**config.mk**
```make
export PLATFORM = sky130hd
export DESIGN_NAME = totp_code_generator_top
export DESIGN_NICKNAME = d
export VERILOG_FILES = /design/src/design/totp_pkg.sv /design/src/design/totp_sha1_core.sv /design/src/design/totp_divider.sv /design/src/design/totp_code_generator_top.sv
export SDC_FILE = /design/constraint.sdc
export NUM_CORES = 2
export LEC_CHECK = 0
export BUFFER_PORTS_ARGS = -buffer_cell sky130_fd_sc_hd__buf_2
export CAP_MARGIN = 0
export CORE_MARGIN = 2
export CORE_UTILIZATION = 30
export CTS_BUF_LIST = sky130_fd_sc_hd__clkbuf_4 sky130_fd_sc_hd__clkbuf_8
export DETAILED_ROUTE_END_ITERATION = 8
export GPL_TIMING_DRIVEN = 0
export PLACE_DENSITY = 0.53
export SLEW_MARGIN = 25
export SYNTH_ARGS = -nofsm -noshare
export SYNTH_HDL_FRONTEND = slang
export SYNTH_SLANG_ARGS = --single-unit
```
**constraint.sdc**
```tcl
create_clock -name clk -period 19.5 [get_ports clk]
set_clock_uncertainty 0.05 [all_clocks]
set_input_delay 1.95 -clock clk [delete_from_list [all_inputs] [get_ports clk]]
set_output_delay 1.95 -clock clk [all_outputs]
set_load 0.05 [all_outputs]
```
**src/design/totp_pkg.sv**
```systemverilog
`timescale 1ns / 1ps
`default_nettype none
// ---------------------------------------------------------------------------
// totp_pkg
// shared types and constants of the time-based one-time code generator
// ---------------------------------------------------------------------------
package totp_pkg;

	typedef logic [31:0] word_t;
	typedef logic [15:0][31:0] block_t;   // word 0 is the first word of the block
	typedef logic [4:0][31:0] hash_t;     // word 0 is h0

	localparam int CfgAddrW = 3;
	localparam int CfgDataW = 64;

	localparam logic [CfgAddrW-1:0] REG_KEY0   = 3'd0;
	localparam logic [CfgAddrW-1:0] REG_KEY1   = 3'd1;
	localparam logic [CfgAddrW-1:0] REG_KEY2   = 3'd2;
	localparam logic [CfgAddrW-1:0] REG_KEY3   = 3'd3;
	localparam logic [CfgAddrW-1:0] REG_KEYLEN = 3'd4;
	localparam logic [CfgAddrW-1:0] REG_DIGITS = 3'd5;
	localparam logic [CfgAddrW-1:0] REG_PERIOD = 3'd6;

	localparam hash_t SHA1_IV = {32'hC3D2E1F0, 32'h10325476, 32'h98BADCFE,
		32'hEFCDAB89, 32'h67452301};

	localparam word_t IPAD_WORD = 32'h36363636;
	localparam word_t OPAD_WORD = 32'h5C5C5C5C;
	localparam word_t PAD_START = 32'h80000000;
	localparam word_t INNER_BITS = 32'd576;   // (64 + 8) bytes
	localparam word_t OUTER_BITS = 32'd672;   // (64 + 20) bytes
	localparam logic [30:0] BIN_MASK = 31'h7fffffff;

	// ten to the clamped digit count
	function automatic logic [29:0] pow10(input logic [3:0] digits);
		logic [29:0] r;
		case (digits)
			4'd0, 4'd1: r = 30'd10;
			4'd2: r = 30'd100;
			4'd3: r = 30'd1000;
			4'd4: r = 30'd10000;
			4'd5: r = 30'd100000;
			4'd6: r = 30'd1000000;
			4'd7: r = 30'd10000000;
			4'd8: r = 30'd100000000;
			default: r = 30'd1000000000;
		endcase
		return r;
	endfunction

endpackage

`default_nettype wire

```
**src/design/totp_sha1_core.sv**
```systemverilog
`timescale 1ns / 1ps
`default_nettype none
// ---------------------------------------------------------------------------
// totp_sha1_core
// one sha-1 compression, one round per cycle over a 16-word schedule window
// ---------------------------------------------------------------------------
module totp_sha1_core
	import totp_pkg::*;
(
	input  wire logic   clk,
	input  wire logic   arst_n,
	input  wire logic   start,
	input  wire block_t blk,
	input  wire hash_t  h_in,
	output logic        busy,
	output logic        done,
	output hash_t       h_out
);

	logic         busy_q;
	logic         fin_q;
	logic [6:0]   round_q;
	logic [15:0][31:0] w_q;
	word_t        a_q, b_q, c_q, d_q, e_q;
	hash_t        hsave_q;
	hash_t        hout_q;
	logic         done_q;

	word_t f, k, t, wnext;

	always_comb begin
		if (round_q < 7'd20) begin
			f = (b_q & c_q) | (~b_q & d_q);
			k = 32'h5A827999;
		end else if (round_q < 7'd40) begin
			f = b_q ^ c_q ^ d_q;
			k = 32'h6ED9EBA1;
		end else if (round_q < 7'd60) begin
			f = (b_q & c_q) | (b_q & d_q) | (c_q & d_q);
			k = 32'h8F1BBCDC;
		end else begin
			f = b_q ^ c_q ^ d_q;
			k = 32'hCA62C1D6;
		end
		t = {a_q[26:0], a_q[31:27]} + f + e_q + k + w_q[0];
		wnext = w_q[13] ^ w_q[8] ^ w_q[2] ^ w_q[0];
		wnext = {wnext[30:0], wnext[31]};
	end

	always_ff @(posedge clk or negedge arst_n) begin
		if (!arst_n) begin
			busy_q  <= 1'b0;
			fin_q   <= 1'b0;
			done_q  <= 1'b0;
			round_q <= '0;
		end else begin
			done_q <= 1'b0;
			if (start && !busy_q) begin
				busy_q  <= 1'b1;
				fin_q   <= 1'b0;
				round_q <= '0;
			end else if (busy_q && !fin_q) begin
				if (round_q == 7'd79) fin_q <= 1'b1;
				round_q <= round_q + 7'd1;
			end else if (fin_q) begin
				fin_q  <= 1'b0;
				busy_q <= 1'b0;
				done_q <= 1'b1;
			end
		end
	end

	always_ff @(posedge clk) begin
		if (start && !busy_q) begin
			w_q     <= blk;
			a_q     <= h_in[0];
			b_q     <= h_in[1];
			c_q     <= h_in[2];
			d_q     <= h_in[3];
			e_q     <= h_in[4];
			hsave_q <= h_in;
		end else if (busy_q && !fin_q) begin
			for (int i = 0; i < 15; i++) w_q[i] <= w_q[i+1];
			w_q[15] <= wnext;
			e_q <= d_q;
			d_q <= c_q;
			c_q <= {b_q[1:0], b_q[31:2]};
			b_q <= a_q;
			a_q <= t;
		end else if (fin_q) begin
			hout_q[0] <= hsave_q[0] + a_q;
			hout_q[1] <= hsave_q[1] + b_q;
			hout_q[2] <= hsave_q[2] + c_q;
			hout_q[3] <= hsave_q[3] + d_q;
			hout_q[4] <= hsave_q[4] + e_q;
		end
	end

	assign busy  = busy_q;
	assign done  = done_q;
	assign h_out = hout_q;

endmodule

`default_nettype wire

```
**src/design/totp_divider.sv**
```systemverilog
`timescale 1ns / 1ps
`default_nettype none
// ---------------------------------------------------------------------------
// totp_divider
// restoring divider, 64-bit dividend by 32-bit divisor, one bit per cycle
// ---------------------------------------------------------------------------
module totp_divider
	import totp_pkg::*;
(
	input  wire logic        clk,
	input  wire logic        arst_n,
	input  wire logic        start,
	input  wire logic [63:0] dividend,
	input  wire logic [31:0] divisor,
	output logic             busy,
	output logic             done,
	output logic [63:0]      quotient,
	output logic [31:0]      remainder
);

	logic        busy_q;
	logic        done_q;
	logic [6:0]  cnt_q;
	logic [63:0] q_q;
	logic [31:0] rem_q;
	logic [31:0] div_q;

	logic [32:0] trial;
	logic        fits;

	always_comb begin
		trial = {rem_q, q_q[63]};
		fits  = trial >= {1'b0, div_q};
	end

	always_ff @(posedge clk or negedge arst_n) begin
		if (!arst_n) begin
			busy_q <= 1'b0;
			done_q <= 1'b0;
			cnt_q  <= '0;
		end else begin
			done_q <= 1'b0;
			if (start && !busy_q) begin
				busy_q <= 1'b1;
				cnt_q  <= '0;
			end else if (busy_q) begin
				cnt_q <= cnt_q + 7'd1;
				if (cnt_q == 7'd63) begin
					busy_q <= 1'b0;
					done_q <= 1'b1;
				end
			end
		end
	end

	always_ff @(posedge clk) begin
		if (start && !busy_q) begin
			q_q   <= dividend;
			rem_q <= '0;
			div_q <= divisor;
		end else if (busy_q) begin
			rem_q <= fits ? 32'(trial - {1'b0, div_q}) : trial[31:0];
			q_q   <= {q_q[62:0], fits};
		end
	end

	assign busy      = busy_q;
	assign done      = done_q;
	assign quotient  = q_q;
	assign remainder = rem_q;

endmodule

`default_nettype wire

```
**src/design/totp_code_generator_top.sv**
```systemverilog
`timescale 1ns / 1ps
`default_nettype none
// ---------------------------------------------------------------------------
// totp_code_generator_top
// hmac-sha1 time-based one-time code generator with a shared sha-1 round unit
// ---------------------------------------------------------------------------
// usage:
//   s_* channel takes one request word: tdata = unix_time[62:0], step_offset[71:63],
//   tuser = kind. kind 0 gives one code at step + offset, kind 1 gives three
//   codes for steps -1, 0, +1 with tlast on the third.
//   m_* channel gives result words: tdata = code[29:0], window_position[31:30].
//   cfg_we/cfg_addr/cfg_data write the key, key length, digits and period; the user
//   must write them only while no request is in flight, the block has no check for it.
// sequence:
//   the time divide runs once per request; each code then runs four sha-1
//   compressions on one round unit and a modulo on the shared divider, and
//   then loads the output register. s_tready is high only while idle.
// reset clears the registers to key 0, length 0, 6 digits, period 30.
// a stalled receiver holds the result word; the sequencer waits before
// loading the next code until the output register is free.
// ---------------------------------------------------------------------------
module totp_code_generator_top
	import totp_pkg::*;
#(
	parameter int KEY_BYTES = 32
) (
	input  wire logic                clk,
	input  wire logic                arst_n,
	input  wire logic                s_tvalid,
	output logic                     s_tready,
	input  wire logic [71:0]         s_tdata,   // unix_time[62:0], step_offset[71:63]
	input  wire logic                s_tuser,   // kind
	output logic                     m_tvalid,
	input  wire logic                m_tready,
	output logic [31:0]              m_tdata,   // code[29:0], window_position[31:30]
	output logic                     m_tlast,
	input  wire logic                cfg_we,
	input  wire logic [CfgAddrW-1:0] cfg_addr,
	input  wire logic [CfgDataW-1:0] cfg_data
);

	localparam int KeyMax = (KEY_BYTES < 32) ? KEY_BYTES : 32;

	typedef enum logic [2:0] {
		S_IDLE, S_DIVT, S_I1, S_I2, S_O1, S_O2, S_MOD, S_OUT
	} state_t;

	state_t      state_q;
	logic [3:0][63:0] key_q;
	logic [5:0]  klen_q;
	logic [3:0]  digits_q;
	logic [15:0] period_q;

	logic        kind_q;
	logic [62:0] time_q;
	logic [8:0]  offs_q;
	logic [63:0] step_q;
	logic [1:0]  pos_q;
	logic [29:0] code_q;
	hash_t       hmid_q;
	hash_t       inner_q;
	logic        sha_start_q;
	logic        div_start_q;
	logic        m_tvalid_q;
	logic [31:0] m_tdata_q;
	logic        m_tlast_q;

	logic        sha_busy, sha_done, div_busy, div_done;
	hash_t       sha_out;
	logic [63:0] div_quot;
	logic [31:0] div_rem;
	block_t      sha_blk;
	hash_t       sha_h;
	logic [63:0] div_dvd;
	logic [31:0] div_dvs;

	logic [5:0]  klen_eff;
	logic [7:0][31:0] kword;
	logic [63:0] code_step;
	logic [63:0] delta;
	logic [159:0] macv;
	logic [159:0] mac_sh;
	logic [30:0] bin;
	logic        out_free;
	logic        is_last;

	// key block, bytes at or beyond the clamped length read as zero
	always_comb begin
		klen_eff = (klen_q > 6'(KeyMax)) ? 6'(KeyMax) : klen_q;
		for (int i = 0; i < 32; i++) begin
			kword[i/4][8*(3-(i%4)) +: 8] = (6'(i) < klen_eff) ?
				key_q[i/8][8*(7-(i%8)) +: 8] : 8'h00;
		end
	end

	always_comb begin
		if (kind_q) delta = 64'(pos_q) - 64'd1;
		else        delta = {{55{offs_q[8]}}, offs_q};
		code_step = step_q + delta;
	end

	always_comb begin
		sha_blk = '0;
		sha_h   = SHA1_IV;
		case (state_q)
			S_I1: begin
				for (int j = 0; j < 8; j++) sha_blk[j] = kword[j] ^ IPAD_WORD;
				for (int j = 8; j < 16; j++) sha_blk[j] = IPAD_WORD;
			end
			S_I2: begin
				sha_blk[0]  = code_step[63:32];
				sha_blk[1]  = code_step[31:0];
				sha_blk[2]  = PAD_START;
				sha_blk[15] = INNER_BITS;
				sha_h       = hmid_q;
			end
			S_O1: begin
				for (int j = 0; j < 8; j++) sha_blk[j] = kword[j] ^ OPAD_WORD;
				for (int j = 8; j < 16; j++) sha_blk[j] = OPAD_WORD;
			end
			S_O2: begin
				for (int j = 0; j < 5; j++) sha_blk[j] = inner_q[j];
				sha_blk[5]  = PAD_START;
				sha_blk[15] = OUTER_BITS;
				sha_h       = hmid_q;
			end
			default: begin
				sha_blk = '0;
			end
		endcase
	end

	// dynamic truncation on the final mac
	always_comb begin
		macv   = {sha_out[0], sha_out[1], sha_out[2], sha_out[3], sha_out[4]};
		mac_sh = macv << {sha_out[4][3:0], 3'b000};
		bin    = mac_sh[158:128] & BIN_MASK;
	end

	always_comb begin
		if (state_q == S_DIVT) begin
			div_dvd = {1'b0, time_q};
			div_dvs = {16'd0, (period_q == 16'd0) ? 16'd1 : period_q};
		end else begin
			div_dvd = {33'd0, bin};
			div_dvs = {2'b00, pow10(digits_q)};
		end
	end

	assign out_free = !m_tvalid_q || m_tready;
	assign is_last  = !kind_q || (pos_q == 2'd2);

	always_ff @(posedge clk or negedge arst_n) begin
		if (!arst_n) begin
			key_q    <= '0;
			klen_q   <= '0;
			digits_q <= 4'd6;
			period_q <= 16'd30;
		end else if (cfg_we) begin
			case (cfg_addr)
				REG_KEY0:   key_q[0] <= cfg_data;
				REG_KEY1:   key_q[1] <= cfg_data;
				REG_KEY2:   key_q[2] <= cfg_data;
				REG_KEY3:   key_q[3] <= cfg_data;
				REG_KEYLEN: klen_q   <= cfg_data[5:0];
				REG_DIGITS: digits_q <= cfg_data[3:0];
				REG_PERIOD: period_q <= cfg_data[15:0];
				default: ;
			endcase
		end
	end

	always_ff @(posedge clk or negedge arst_n) begin
		if (!arst_n) begin
			state_q     <= S_IDLE;
			sha_start_q <= 1'b0;
			div_start_q <= 1'b0;
			m_tvalid_q  <= 1'b0;
			m_tlast_q   <= 1'b0;
			kind_q      <= 1'b0;
			pos_q       <= '0;
		end else begin
			sha_start_q <= 1'b0;
			div_start_q <= 1'b0;
			if (m_tvalid_q && m_tready) m_tvalid_q <= 1'b0;
			case (state_q)
				S_IDLE: begin
					if (s_tvalid) begin
						kind_q      <= s_tuser;
						time_q      <= s_tdata[62:0];
						offs_q      <= s_tdata[71:63];
						pos_q       <= s_tuser ? 2'd0 : 2'd1;
						div_start_q <= 1'b1;
						state_q     <= S_DIVT;
					end
				end
				S_DIVT: begin
					if (div_done) begin
						step_q      <= div_quot;
						sha_start_q <= 1'b1;
						state_q     <= S_I1;
					end
				end
				S_I1: begin
					if (sha_done) begin
						hmid_q      <= sha_out;
						sha_start_q <= 1'b1;
						state_q     <= S_I2;
					end
				end
				S_I2: begin
					if (sha_done) begin
						inner_q     <= sha_out;
						sha_start_q <= 1'b1;
						state_q     <= S_O1;
					end
				end
				S_O1: begin
					if (sha_done) begin
						hmid_q      <= sha_out;
						sha_start_q <= 1'b1;
						state_q     <= S_O2;
					end
				end
				S_O2: begin
					if (sha_done) begin
						div_start_q <= 1'b1;
						state_q     <= S_MOD;
					end
				end
				S_MOD: begin
					if (div_done) begin
						code_q  <= div_rem[29:0];
						state_q <= S_OUT;
					end
				end
				S_OUT: begin
					if (out_free) begin
						m_tvalid_q <= 1'b1;
						m_tdata_q  <= {pos_q, code_q};
						m_tlast_q  <= is_last;
						if (is_last) begin
							state_q <= S_IDLE;
						end else begin
							pos_q       <= pos_q + 2'd1;
							sha_start_q <= 1'b1;
							state_q     <= S_I1;
						end
					end
				end
				default: state_q <= S_IDLE;
			endcase
		end
	end

	totp_sha1_core u_sha1 (
		.clk    (clk),
		.arst_n (arst_n),
		.start  (sha_start_q),
		.blk    (sha_blk),
		.h_in   (sha_h),
		.busy   (sha_busy),
		.done   (sha_done),
		.h_out  (sha_out)
	);

	totp_divider u_div (
		.clk       (clk),
		.arst_n    (arst_n),
		.start     (div_start_q),
		.dividend  (div_dvd),
		.divisor   (div_dvs),
		.busy      (div_busy),
		.done      (div_done),
		.quotient  (div_quot),
		.remainder (div_rem)
	);

	assign s_tready = (state_q == S_IDLE);
	assign m_tvalid = m_tvalid_q;
	assign m_tdata  = m_tdata_q;
	assign m_tlast  = m_tlast_q;

`ifndef SYNTHESIS
	a_sha_done_state: assert property (@(posedge clk) disable iff (!arst_n)
		sha_done |-> (state_q == S_I1 || state_q == S_I2 || state_q == S_O1 ||
			state_q == S_O2))
		else $error("sha done outside a hash phase");
	a_div_done_state: assert property (@(posedge clk) disable iff (!arst_n)
		div_done |-> (state_q == S_DIVT || state_q == S_MOD))
		else $error("divider done outside a divide phase");
	a_units_exclusive: assert property (@(posedge clk) disable iff (!arst_n)
		!(sha_busy && div_busy))
		else $error("sha unit and divider busy together");
	a_pos2_last: assert property (@(posedge clk) disable iff (!arst_n)
		m_tvalid && m_tdata[31:30] == 2'd2 |-> m_tlast)
		else $error("next-step code not marked last");
`endif

endmodule

`default_nettype wire

```
==> impl_metrics.csv <==
group,metric,value,unit
run_status,outcome,"complete, no violations",
timing,finalCriticalPeriod,9540,ps
floorplanning,coreArea,0.318,mm^2
clock_network,clkLatencyLatePin,1040,ps
routing,first_iter_violations,8414,
timing,max_freq,0.105,GHz
synth,synthArstFlopShare,16.0,%
clock_network,clk_pin_slew,60,ps
grt,grt_pass1_wl,547000,um
grt,grt_start_max_net_pins,104,
setup_path,crit_family,"simple AND/OR/NAND/NOR gates",
synth,ys_ff_latch,1941,
placed_design,gp_congestion,0.978,
floorplanning,die_height,570,um
floorplanning,pin_count,180,
routing,drtPass1Iterations,6,
setup_path,critPathSlowestCell,"a311oi_1",
grt,antenna_found_initial,78,
synth,synth_top_area_share,50.0,%
routing,antenna_left,0,
setup_path,r2r_setup_slack,9960,ps
synth,synthCells,7622,
setup_path,path_buf_inv,6,
grt,grt-ovfl-total,0,
setup_path,slowest_delay,770,ps
timing,period_share,48.9,%
grt,gr-usage-all-layers,24.4,%
synth,synth.area.top_cells,"edfxtp_1 (50%), dfrtp_1 (7.9%), mux2_2 (5.1%), ha_1 (4.2%), nand2_1 (3.2%)",
setup_path,worstSetupEndpointType,"flop",
power_and_ir_drop,p_leak,0.0427,uW
synth,syn-mean-instance-area,12.6,um^2
floorplanning,fp-row-count,207,
worst_hold_path,hold_path.class,"reg2reg",
cells_and_area,drive_gt1_share,16.8,%
grt,grt_pass1_vias,66524,
floorplanning,die_w,570,um
routing,vias,69042,
clock_network,cts_tree,"built",
clock_network,numCtsBuffers,347,
synth,ys_types,88,
timing,setup-tns-final,0,ps
power_and_ir_drop,p_int,7210,uW
clock_network,post_cts_resized,0,
clock_network,cts-root-buf,"clkbuf_8",
synth,syn-num-nets,8216,
clock_network,clockBufferDepth,4,
clock_network,cts_htree_levels,5,
synth,syn_area,0.0960,mm^2
setup_path,worstPathMaxFanout,11,
timing,worst_pin_slew,1260,ps
power_and_ir_drop,comb_power_share,7.2,%
clock_network,cts.sinks,1941,
routing,avgViaCountPerCell,5.45,
clock_network,cts_setup_buffers,0,
synth,synth_top_cell_by_area,"edfxtp_1",
power_and_ir_drop,peakVddDrop,0.0568,mV
cells_and_area,finish.utilization,34.7,%
placed_design,port_buffers,178,
setup_path,path_class,"reg2reg",
cells_and_area,fin_area,0.111,mm^2
cells_and_area,syn2layout_area_growth,15.1,%
power_and_ir_drop,seqPwrFrac,50.5,%
power_and_ir_drop,total_power,9610,uW
routing,wl_per_cell,32.0,um
power_and_ir_drop,power.density,86.9,mW/mm^2
synth,synth_ff_type,"edfxtp_1",
placed_design,dp_hpwl,317000,um
power_and_ir_drop,switching_power,2400,uW
timing,rsz0062_at_grt,"false",
timing,relSlewSlack,16.3,%
clock_network,cts_hold_buffers,0,
job,maxCapViolations,0,
routing,drc,0,
timing,hold_slack,352,ps
power_and_ir_drop,clkPwrFrac,42.4,%
floorplanning,die_area,0.325,mm^2
timing,drv_slew,0,
setup_path,critPathArrivalTime,10150,ps
synth,yosysWarningCount,0,
timing,hold_viol_final,0,
synth,synth_edf_count,1598,
timing,finalSetupViolCount,0,
cells_and_area,final_nets,8787,
routing,routed_wl,406000,um
floorplanning,start_util,30.2,%
setup_path,crit_required,20120,ps
synth,yosysSeqAreaShare,58.7,%
placed_design,post_dp_cell_area,0.103,mm^2
power_and_ir_drop,power.share.switching,25.0,%
setup_path,start_kind,"flop",
==> per-layer routing <==
metal	up-vias	part of all wire (%)	global-route usage, %
li1	29461	-	-
met1	35449	41	32.3
met2	3387	44	37.3
met3	739	8.2	4.63
met4	6	6.3	13.8
met5	-	0.010	0
==> power by group through the flow <==
| stage | sequential, uW | clock [uW] | combinational, uW |
|---|---|---|---|
| floorplan | 4840 | 0 | 467 |
| global placement | 4920 | 0 | 654 |
| detailed placement | 4930 | 0 | 676 |
| CTS | 4840 | 4140 | 678 |
| global route | 4860 | 4300 | 749 |
| finish | 4850 | 4070 | 687 |
==> through the flow <==
step                      setup slack [ps]  instances
after floorplan                       4460       7622
after global placement               -4440      11980
after detailed placement             10230      12024
after CTS                            10150      12644
after global routing                  9610      12646
final                                 9960      12676
==> worst register-to-register path, delay by kind of cell (launching register included) <==
kind                       cells  cell delay, ps
AOI/OAI and AO/OA              9            2320
buffers and inverters          6            1790
and+or+nand+nor                8            2480
DFF                            1             350
adders and majority gates      4            1830
xor gates and xnor gates       1             350
==> synth_stat cells, drive strengths merged (22+ instances only) <==
master and instances:
buf 46, dfrtp 305, nor2 275, xor2 149, a21oi 527, ha 323, mux2i 87, a22o 31
nor3 36, nand4 24, nand3 124, o21bai 38, and2 76, inv 288, a31oi 96, a32oi 37
a21o 247, mux2 434, o32ai 22, xnor2 210, fa 126, nand2 831, a22oi 33, and3 111
o21a 46, nor2b 86, o221ai 23, o21ai 502, mux4 95, dfxtp 32, edfxtp 1598, nand2b 128
a211oi 51, clkbuf 360
==> sequential cells by signal, summed over array words and instances, names as in the netlist, 63 cells and up <==
signal	count
key_q	256
time_q	63
step_q	64
u_sha1.w_q	512
hmid_q	160
inner_q	160
u_sha1.h_out	160
u_div.quotient	64
u_sha1.hsave_q	160
==> cells by family after synthesis <==
group | Yosys count | synth area share [%]
and+or+nand+nor | 1754 | 8.40
AOI/OAI and AO/OA | 1806 | 11.8
buffers and inverters | 697 | 2.74
adders and majority gates | 449 | 6.83
muxes | 616 | 8.22
DFF | 1941 | 58.7
xor gates and xnor gates | 359 | 3.27
==> area by class of cell <==
| cell class | instances | area, um^2 |
|---|---|---|
| multi-input combinational | 4984 | 37100 |
| buffer | 406 | 1580 |
| sequential | 1941 | 56400 |
| clock buffer | 503 | 6150 |
| tap | 4180 | 5230 |
| inverter | 291 | 1100 |
| timing repair buffer | 222 | 1950 |
| antenna | 32 | 80.1 |
| clock inverter | 117 | 1030 |
| fill | 31378 | 208000 |
==> final timing paths <==
kind	startpoint	endpoint	depth (start not counted)
max	u_sha1.round_q[3]$_DFFE_PN0P_	u_sha1.a_q[28]$_DFFE_PP_	28
min	code_q[3]$_DFFE_PP_	m_tdata[3]$_DFFE_PP_	0
max reg2reg	u_sha1.round_q[3]$_DFFE_PN0P_	u_sha1.a_q[28]$_DFFE_PP_	28
min reg2reg	code_q[3]$_DFFE_PP_	m_tdata[3]$_DFFE_PP_	0
max in group asynchronous	arst_n	digits_q[1]$_DFFE_PN1P_	4
min in group asynchronous	arst_n	u_sha1.round_q[2]$_DFFE_PN0P_	1
==> cells in the final DEF, fill, tap and decap left out, types with 33 or more instances in the layout <==
master and instances:
o21bai_1 38, a22oi_1 33, buf_2 190, nand2_1 831
inv_1 286, edfxtp_1 1598, ha_1 323, dfrtp_1 305
nor2b_1 86, a21o_1 247, o21a_1 46, nand2b_1 128
a211oi_1 48, clkbuf_4 124, clkinv_1 51, nor2_1 274
and3_1 106, xnor2_1 210, clkbuf_1 333, a31oi_1 96
mux2_2 434, clkbuf_8 379, fa_1 126, nand3_1 124
a32oi_1 37, and2_1 74, nor3_1 33, mux2i_1 87
xor2_1 149, mux4_2 95, a21oi_1 526, o21ai_0 486
Note: power is estimated with default switching activity, not from simulation.
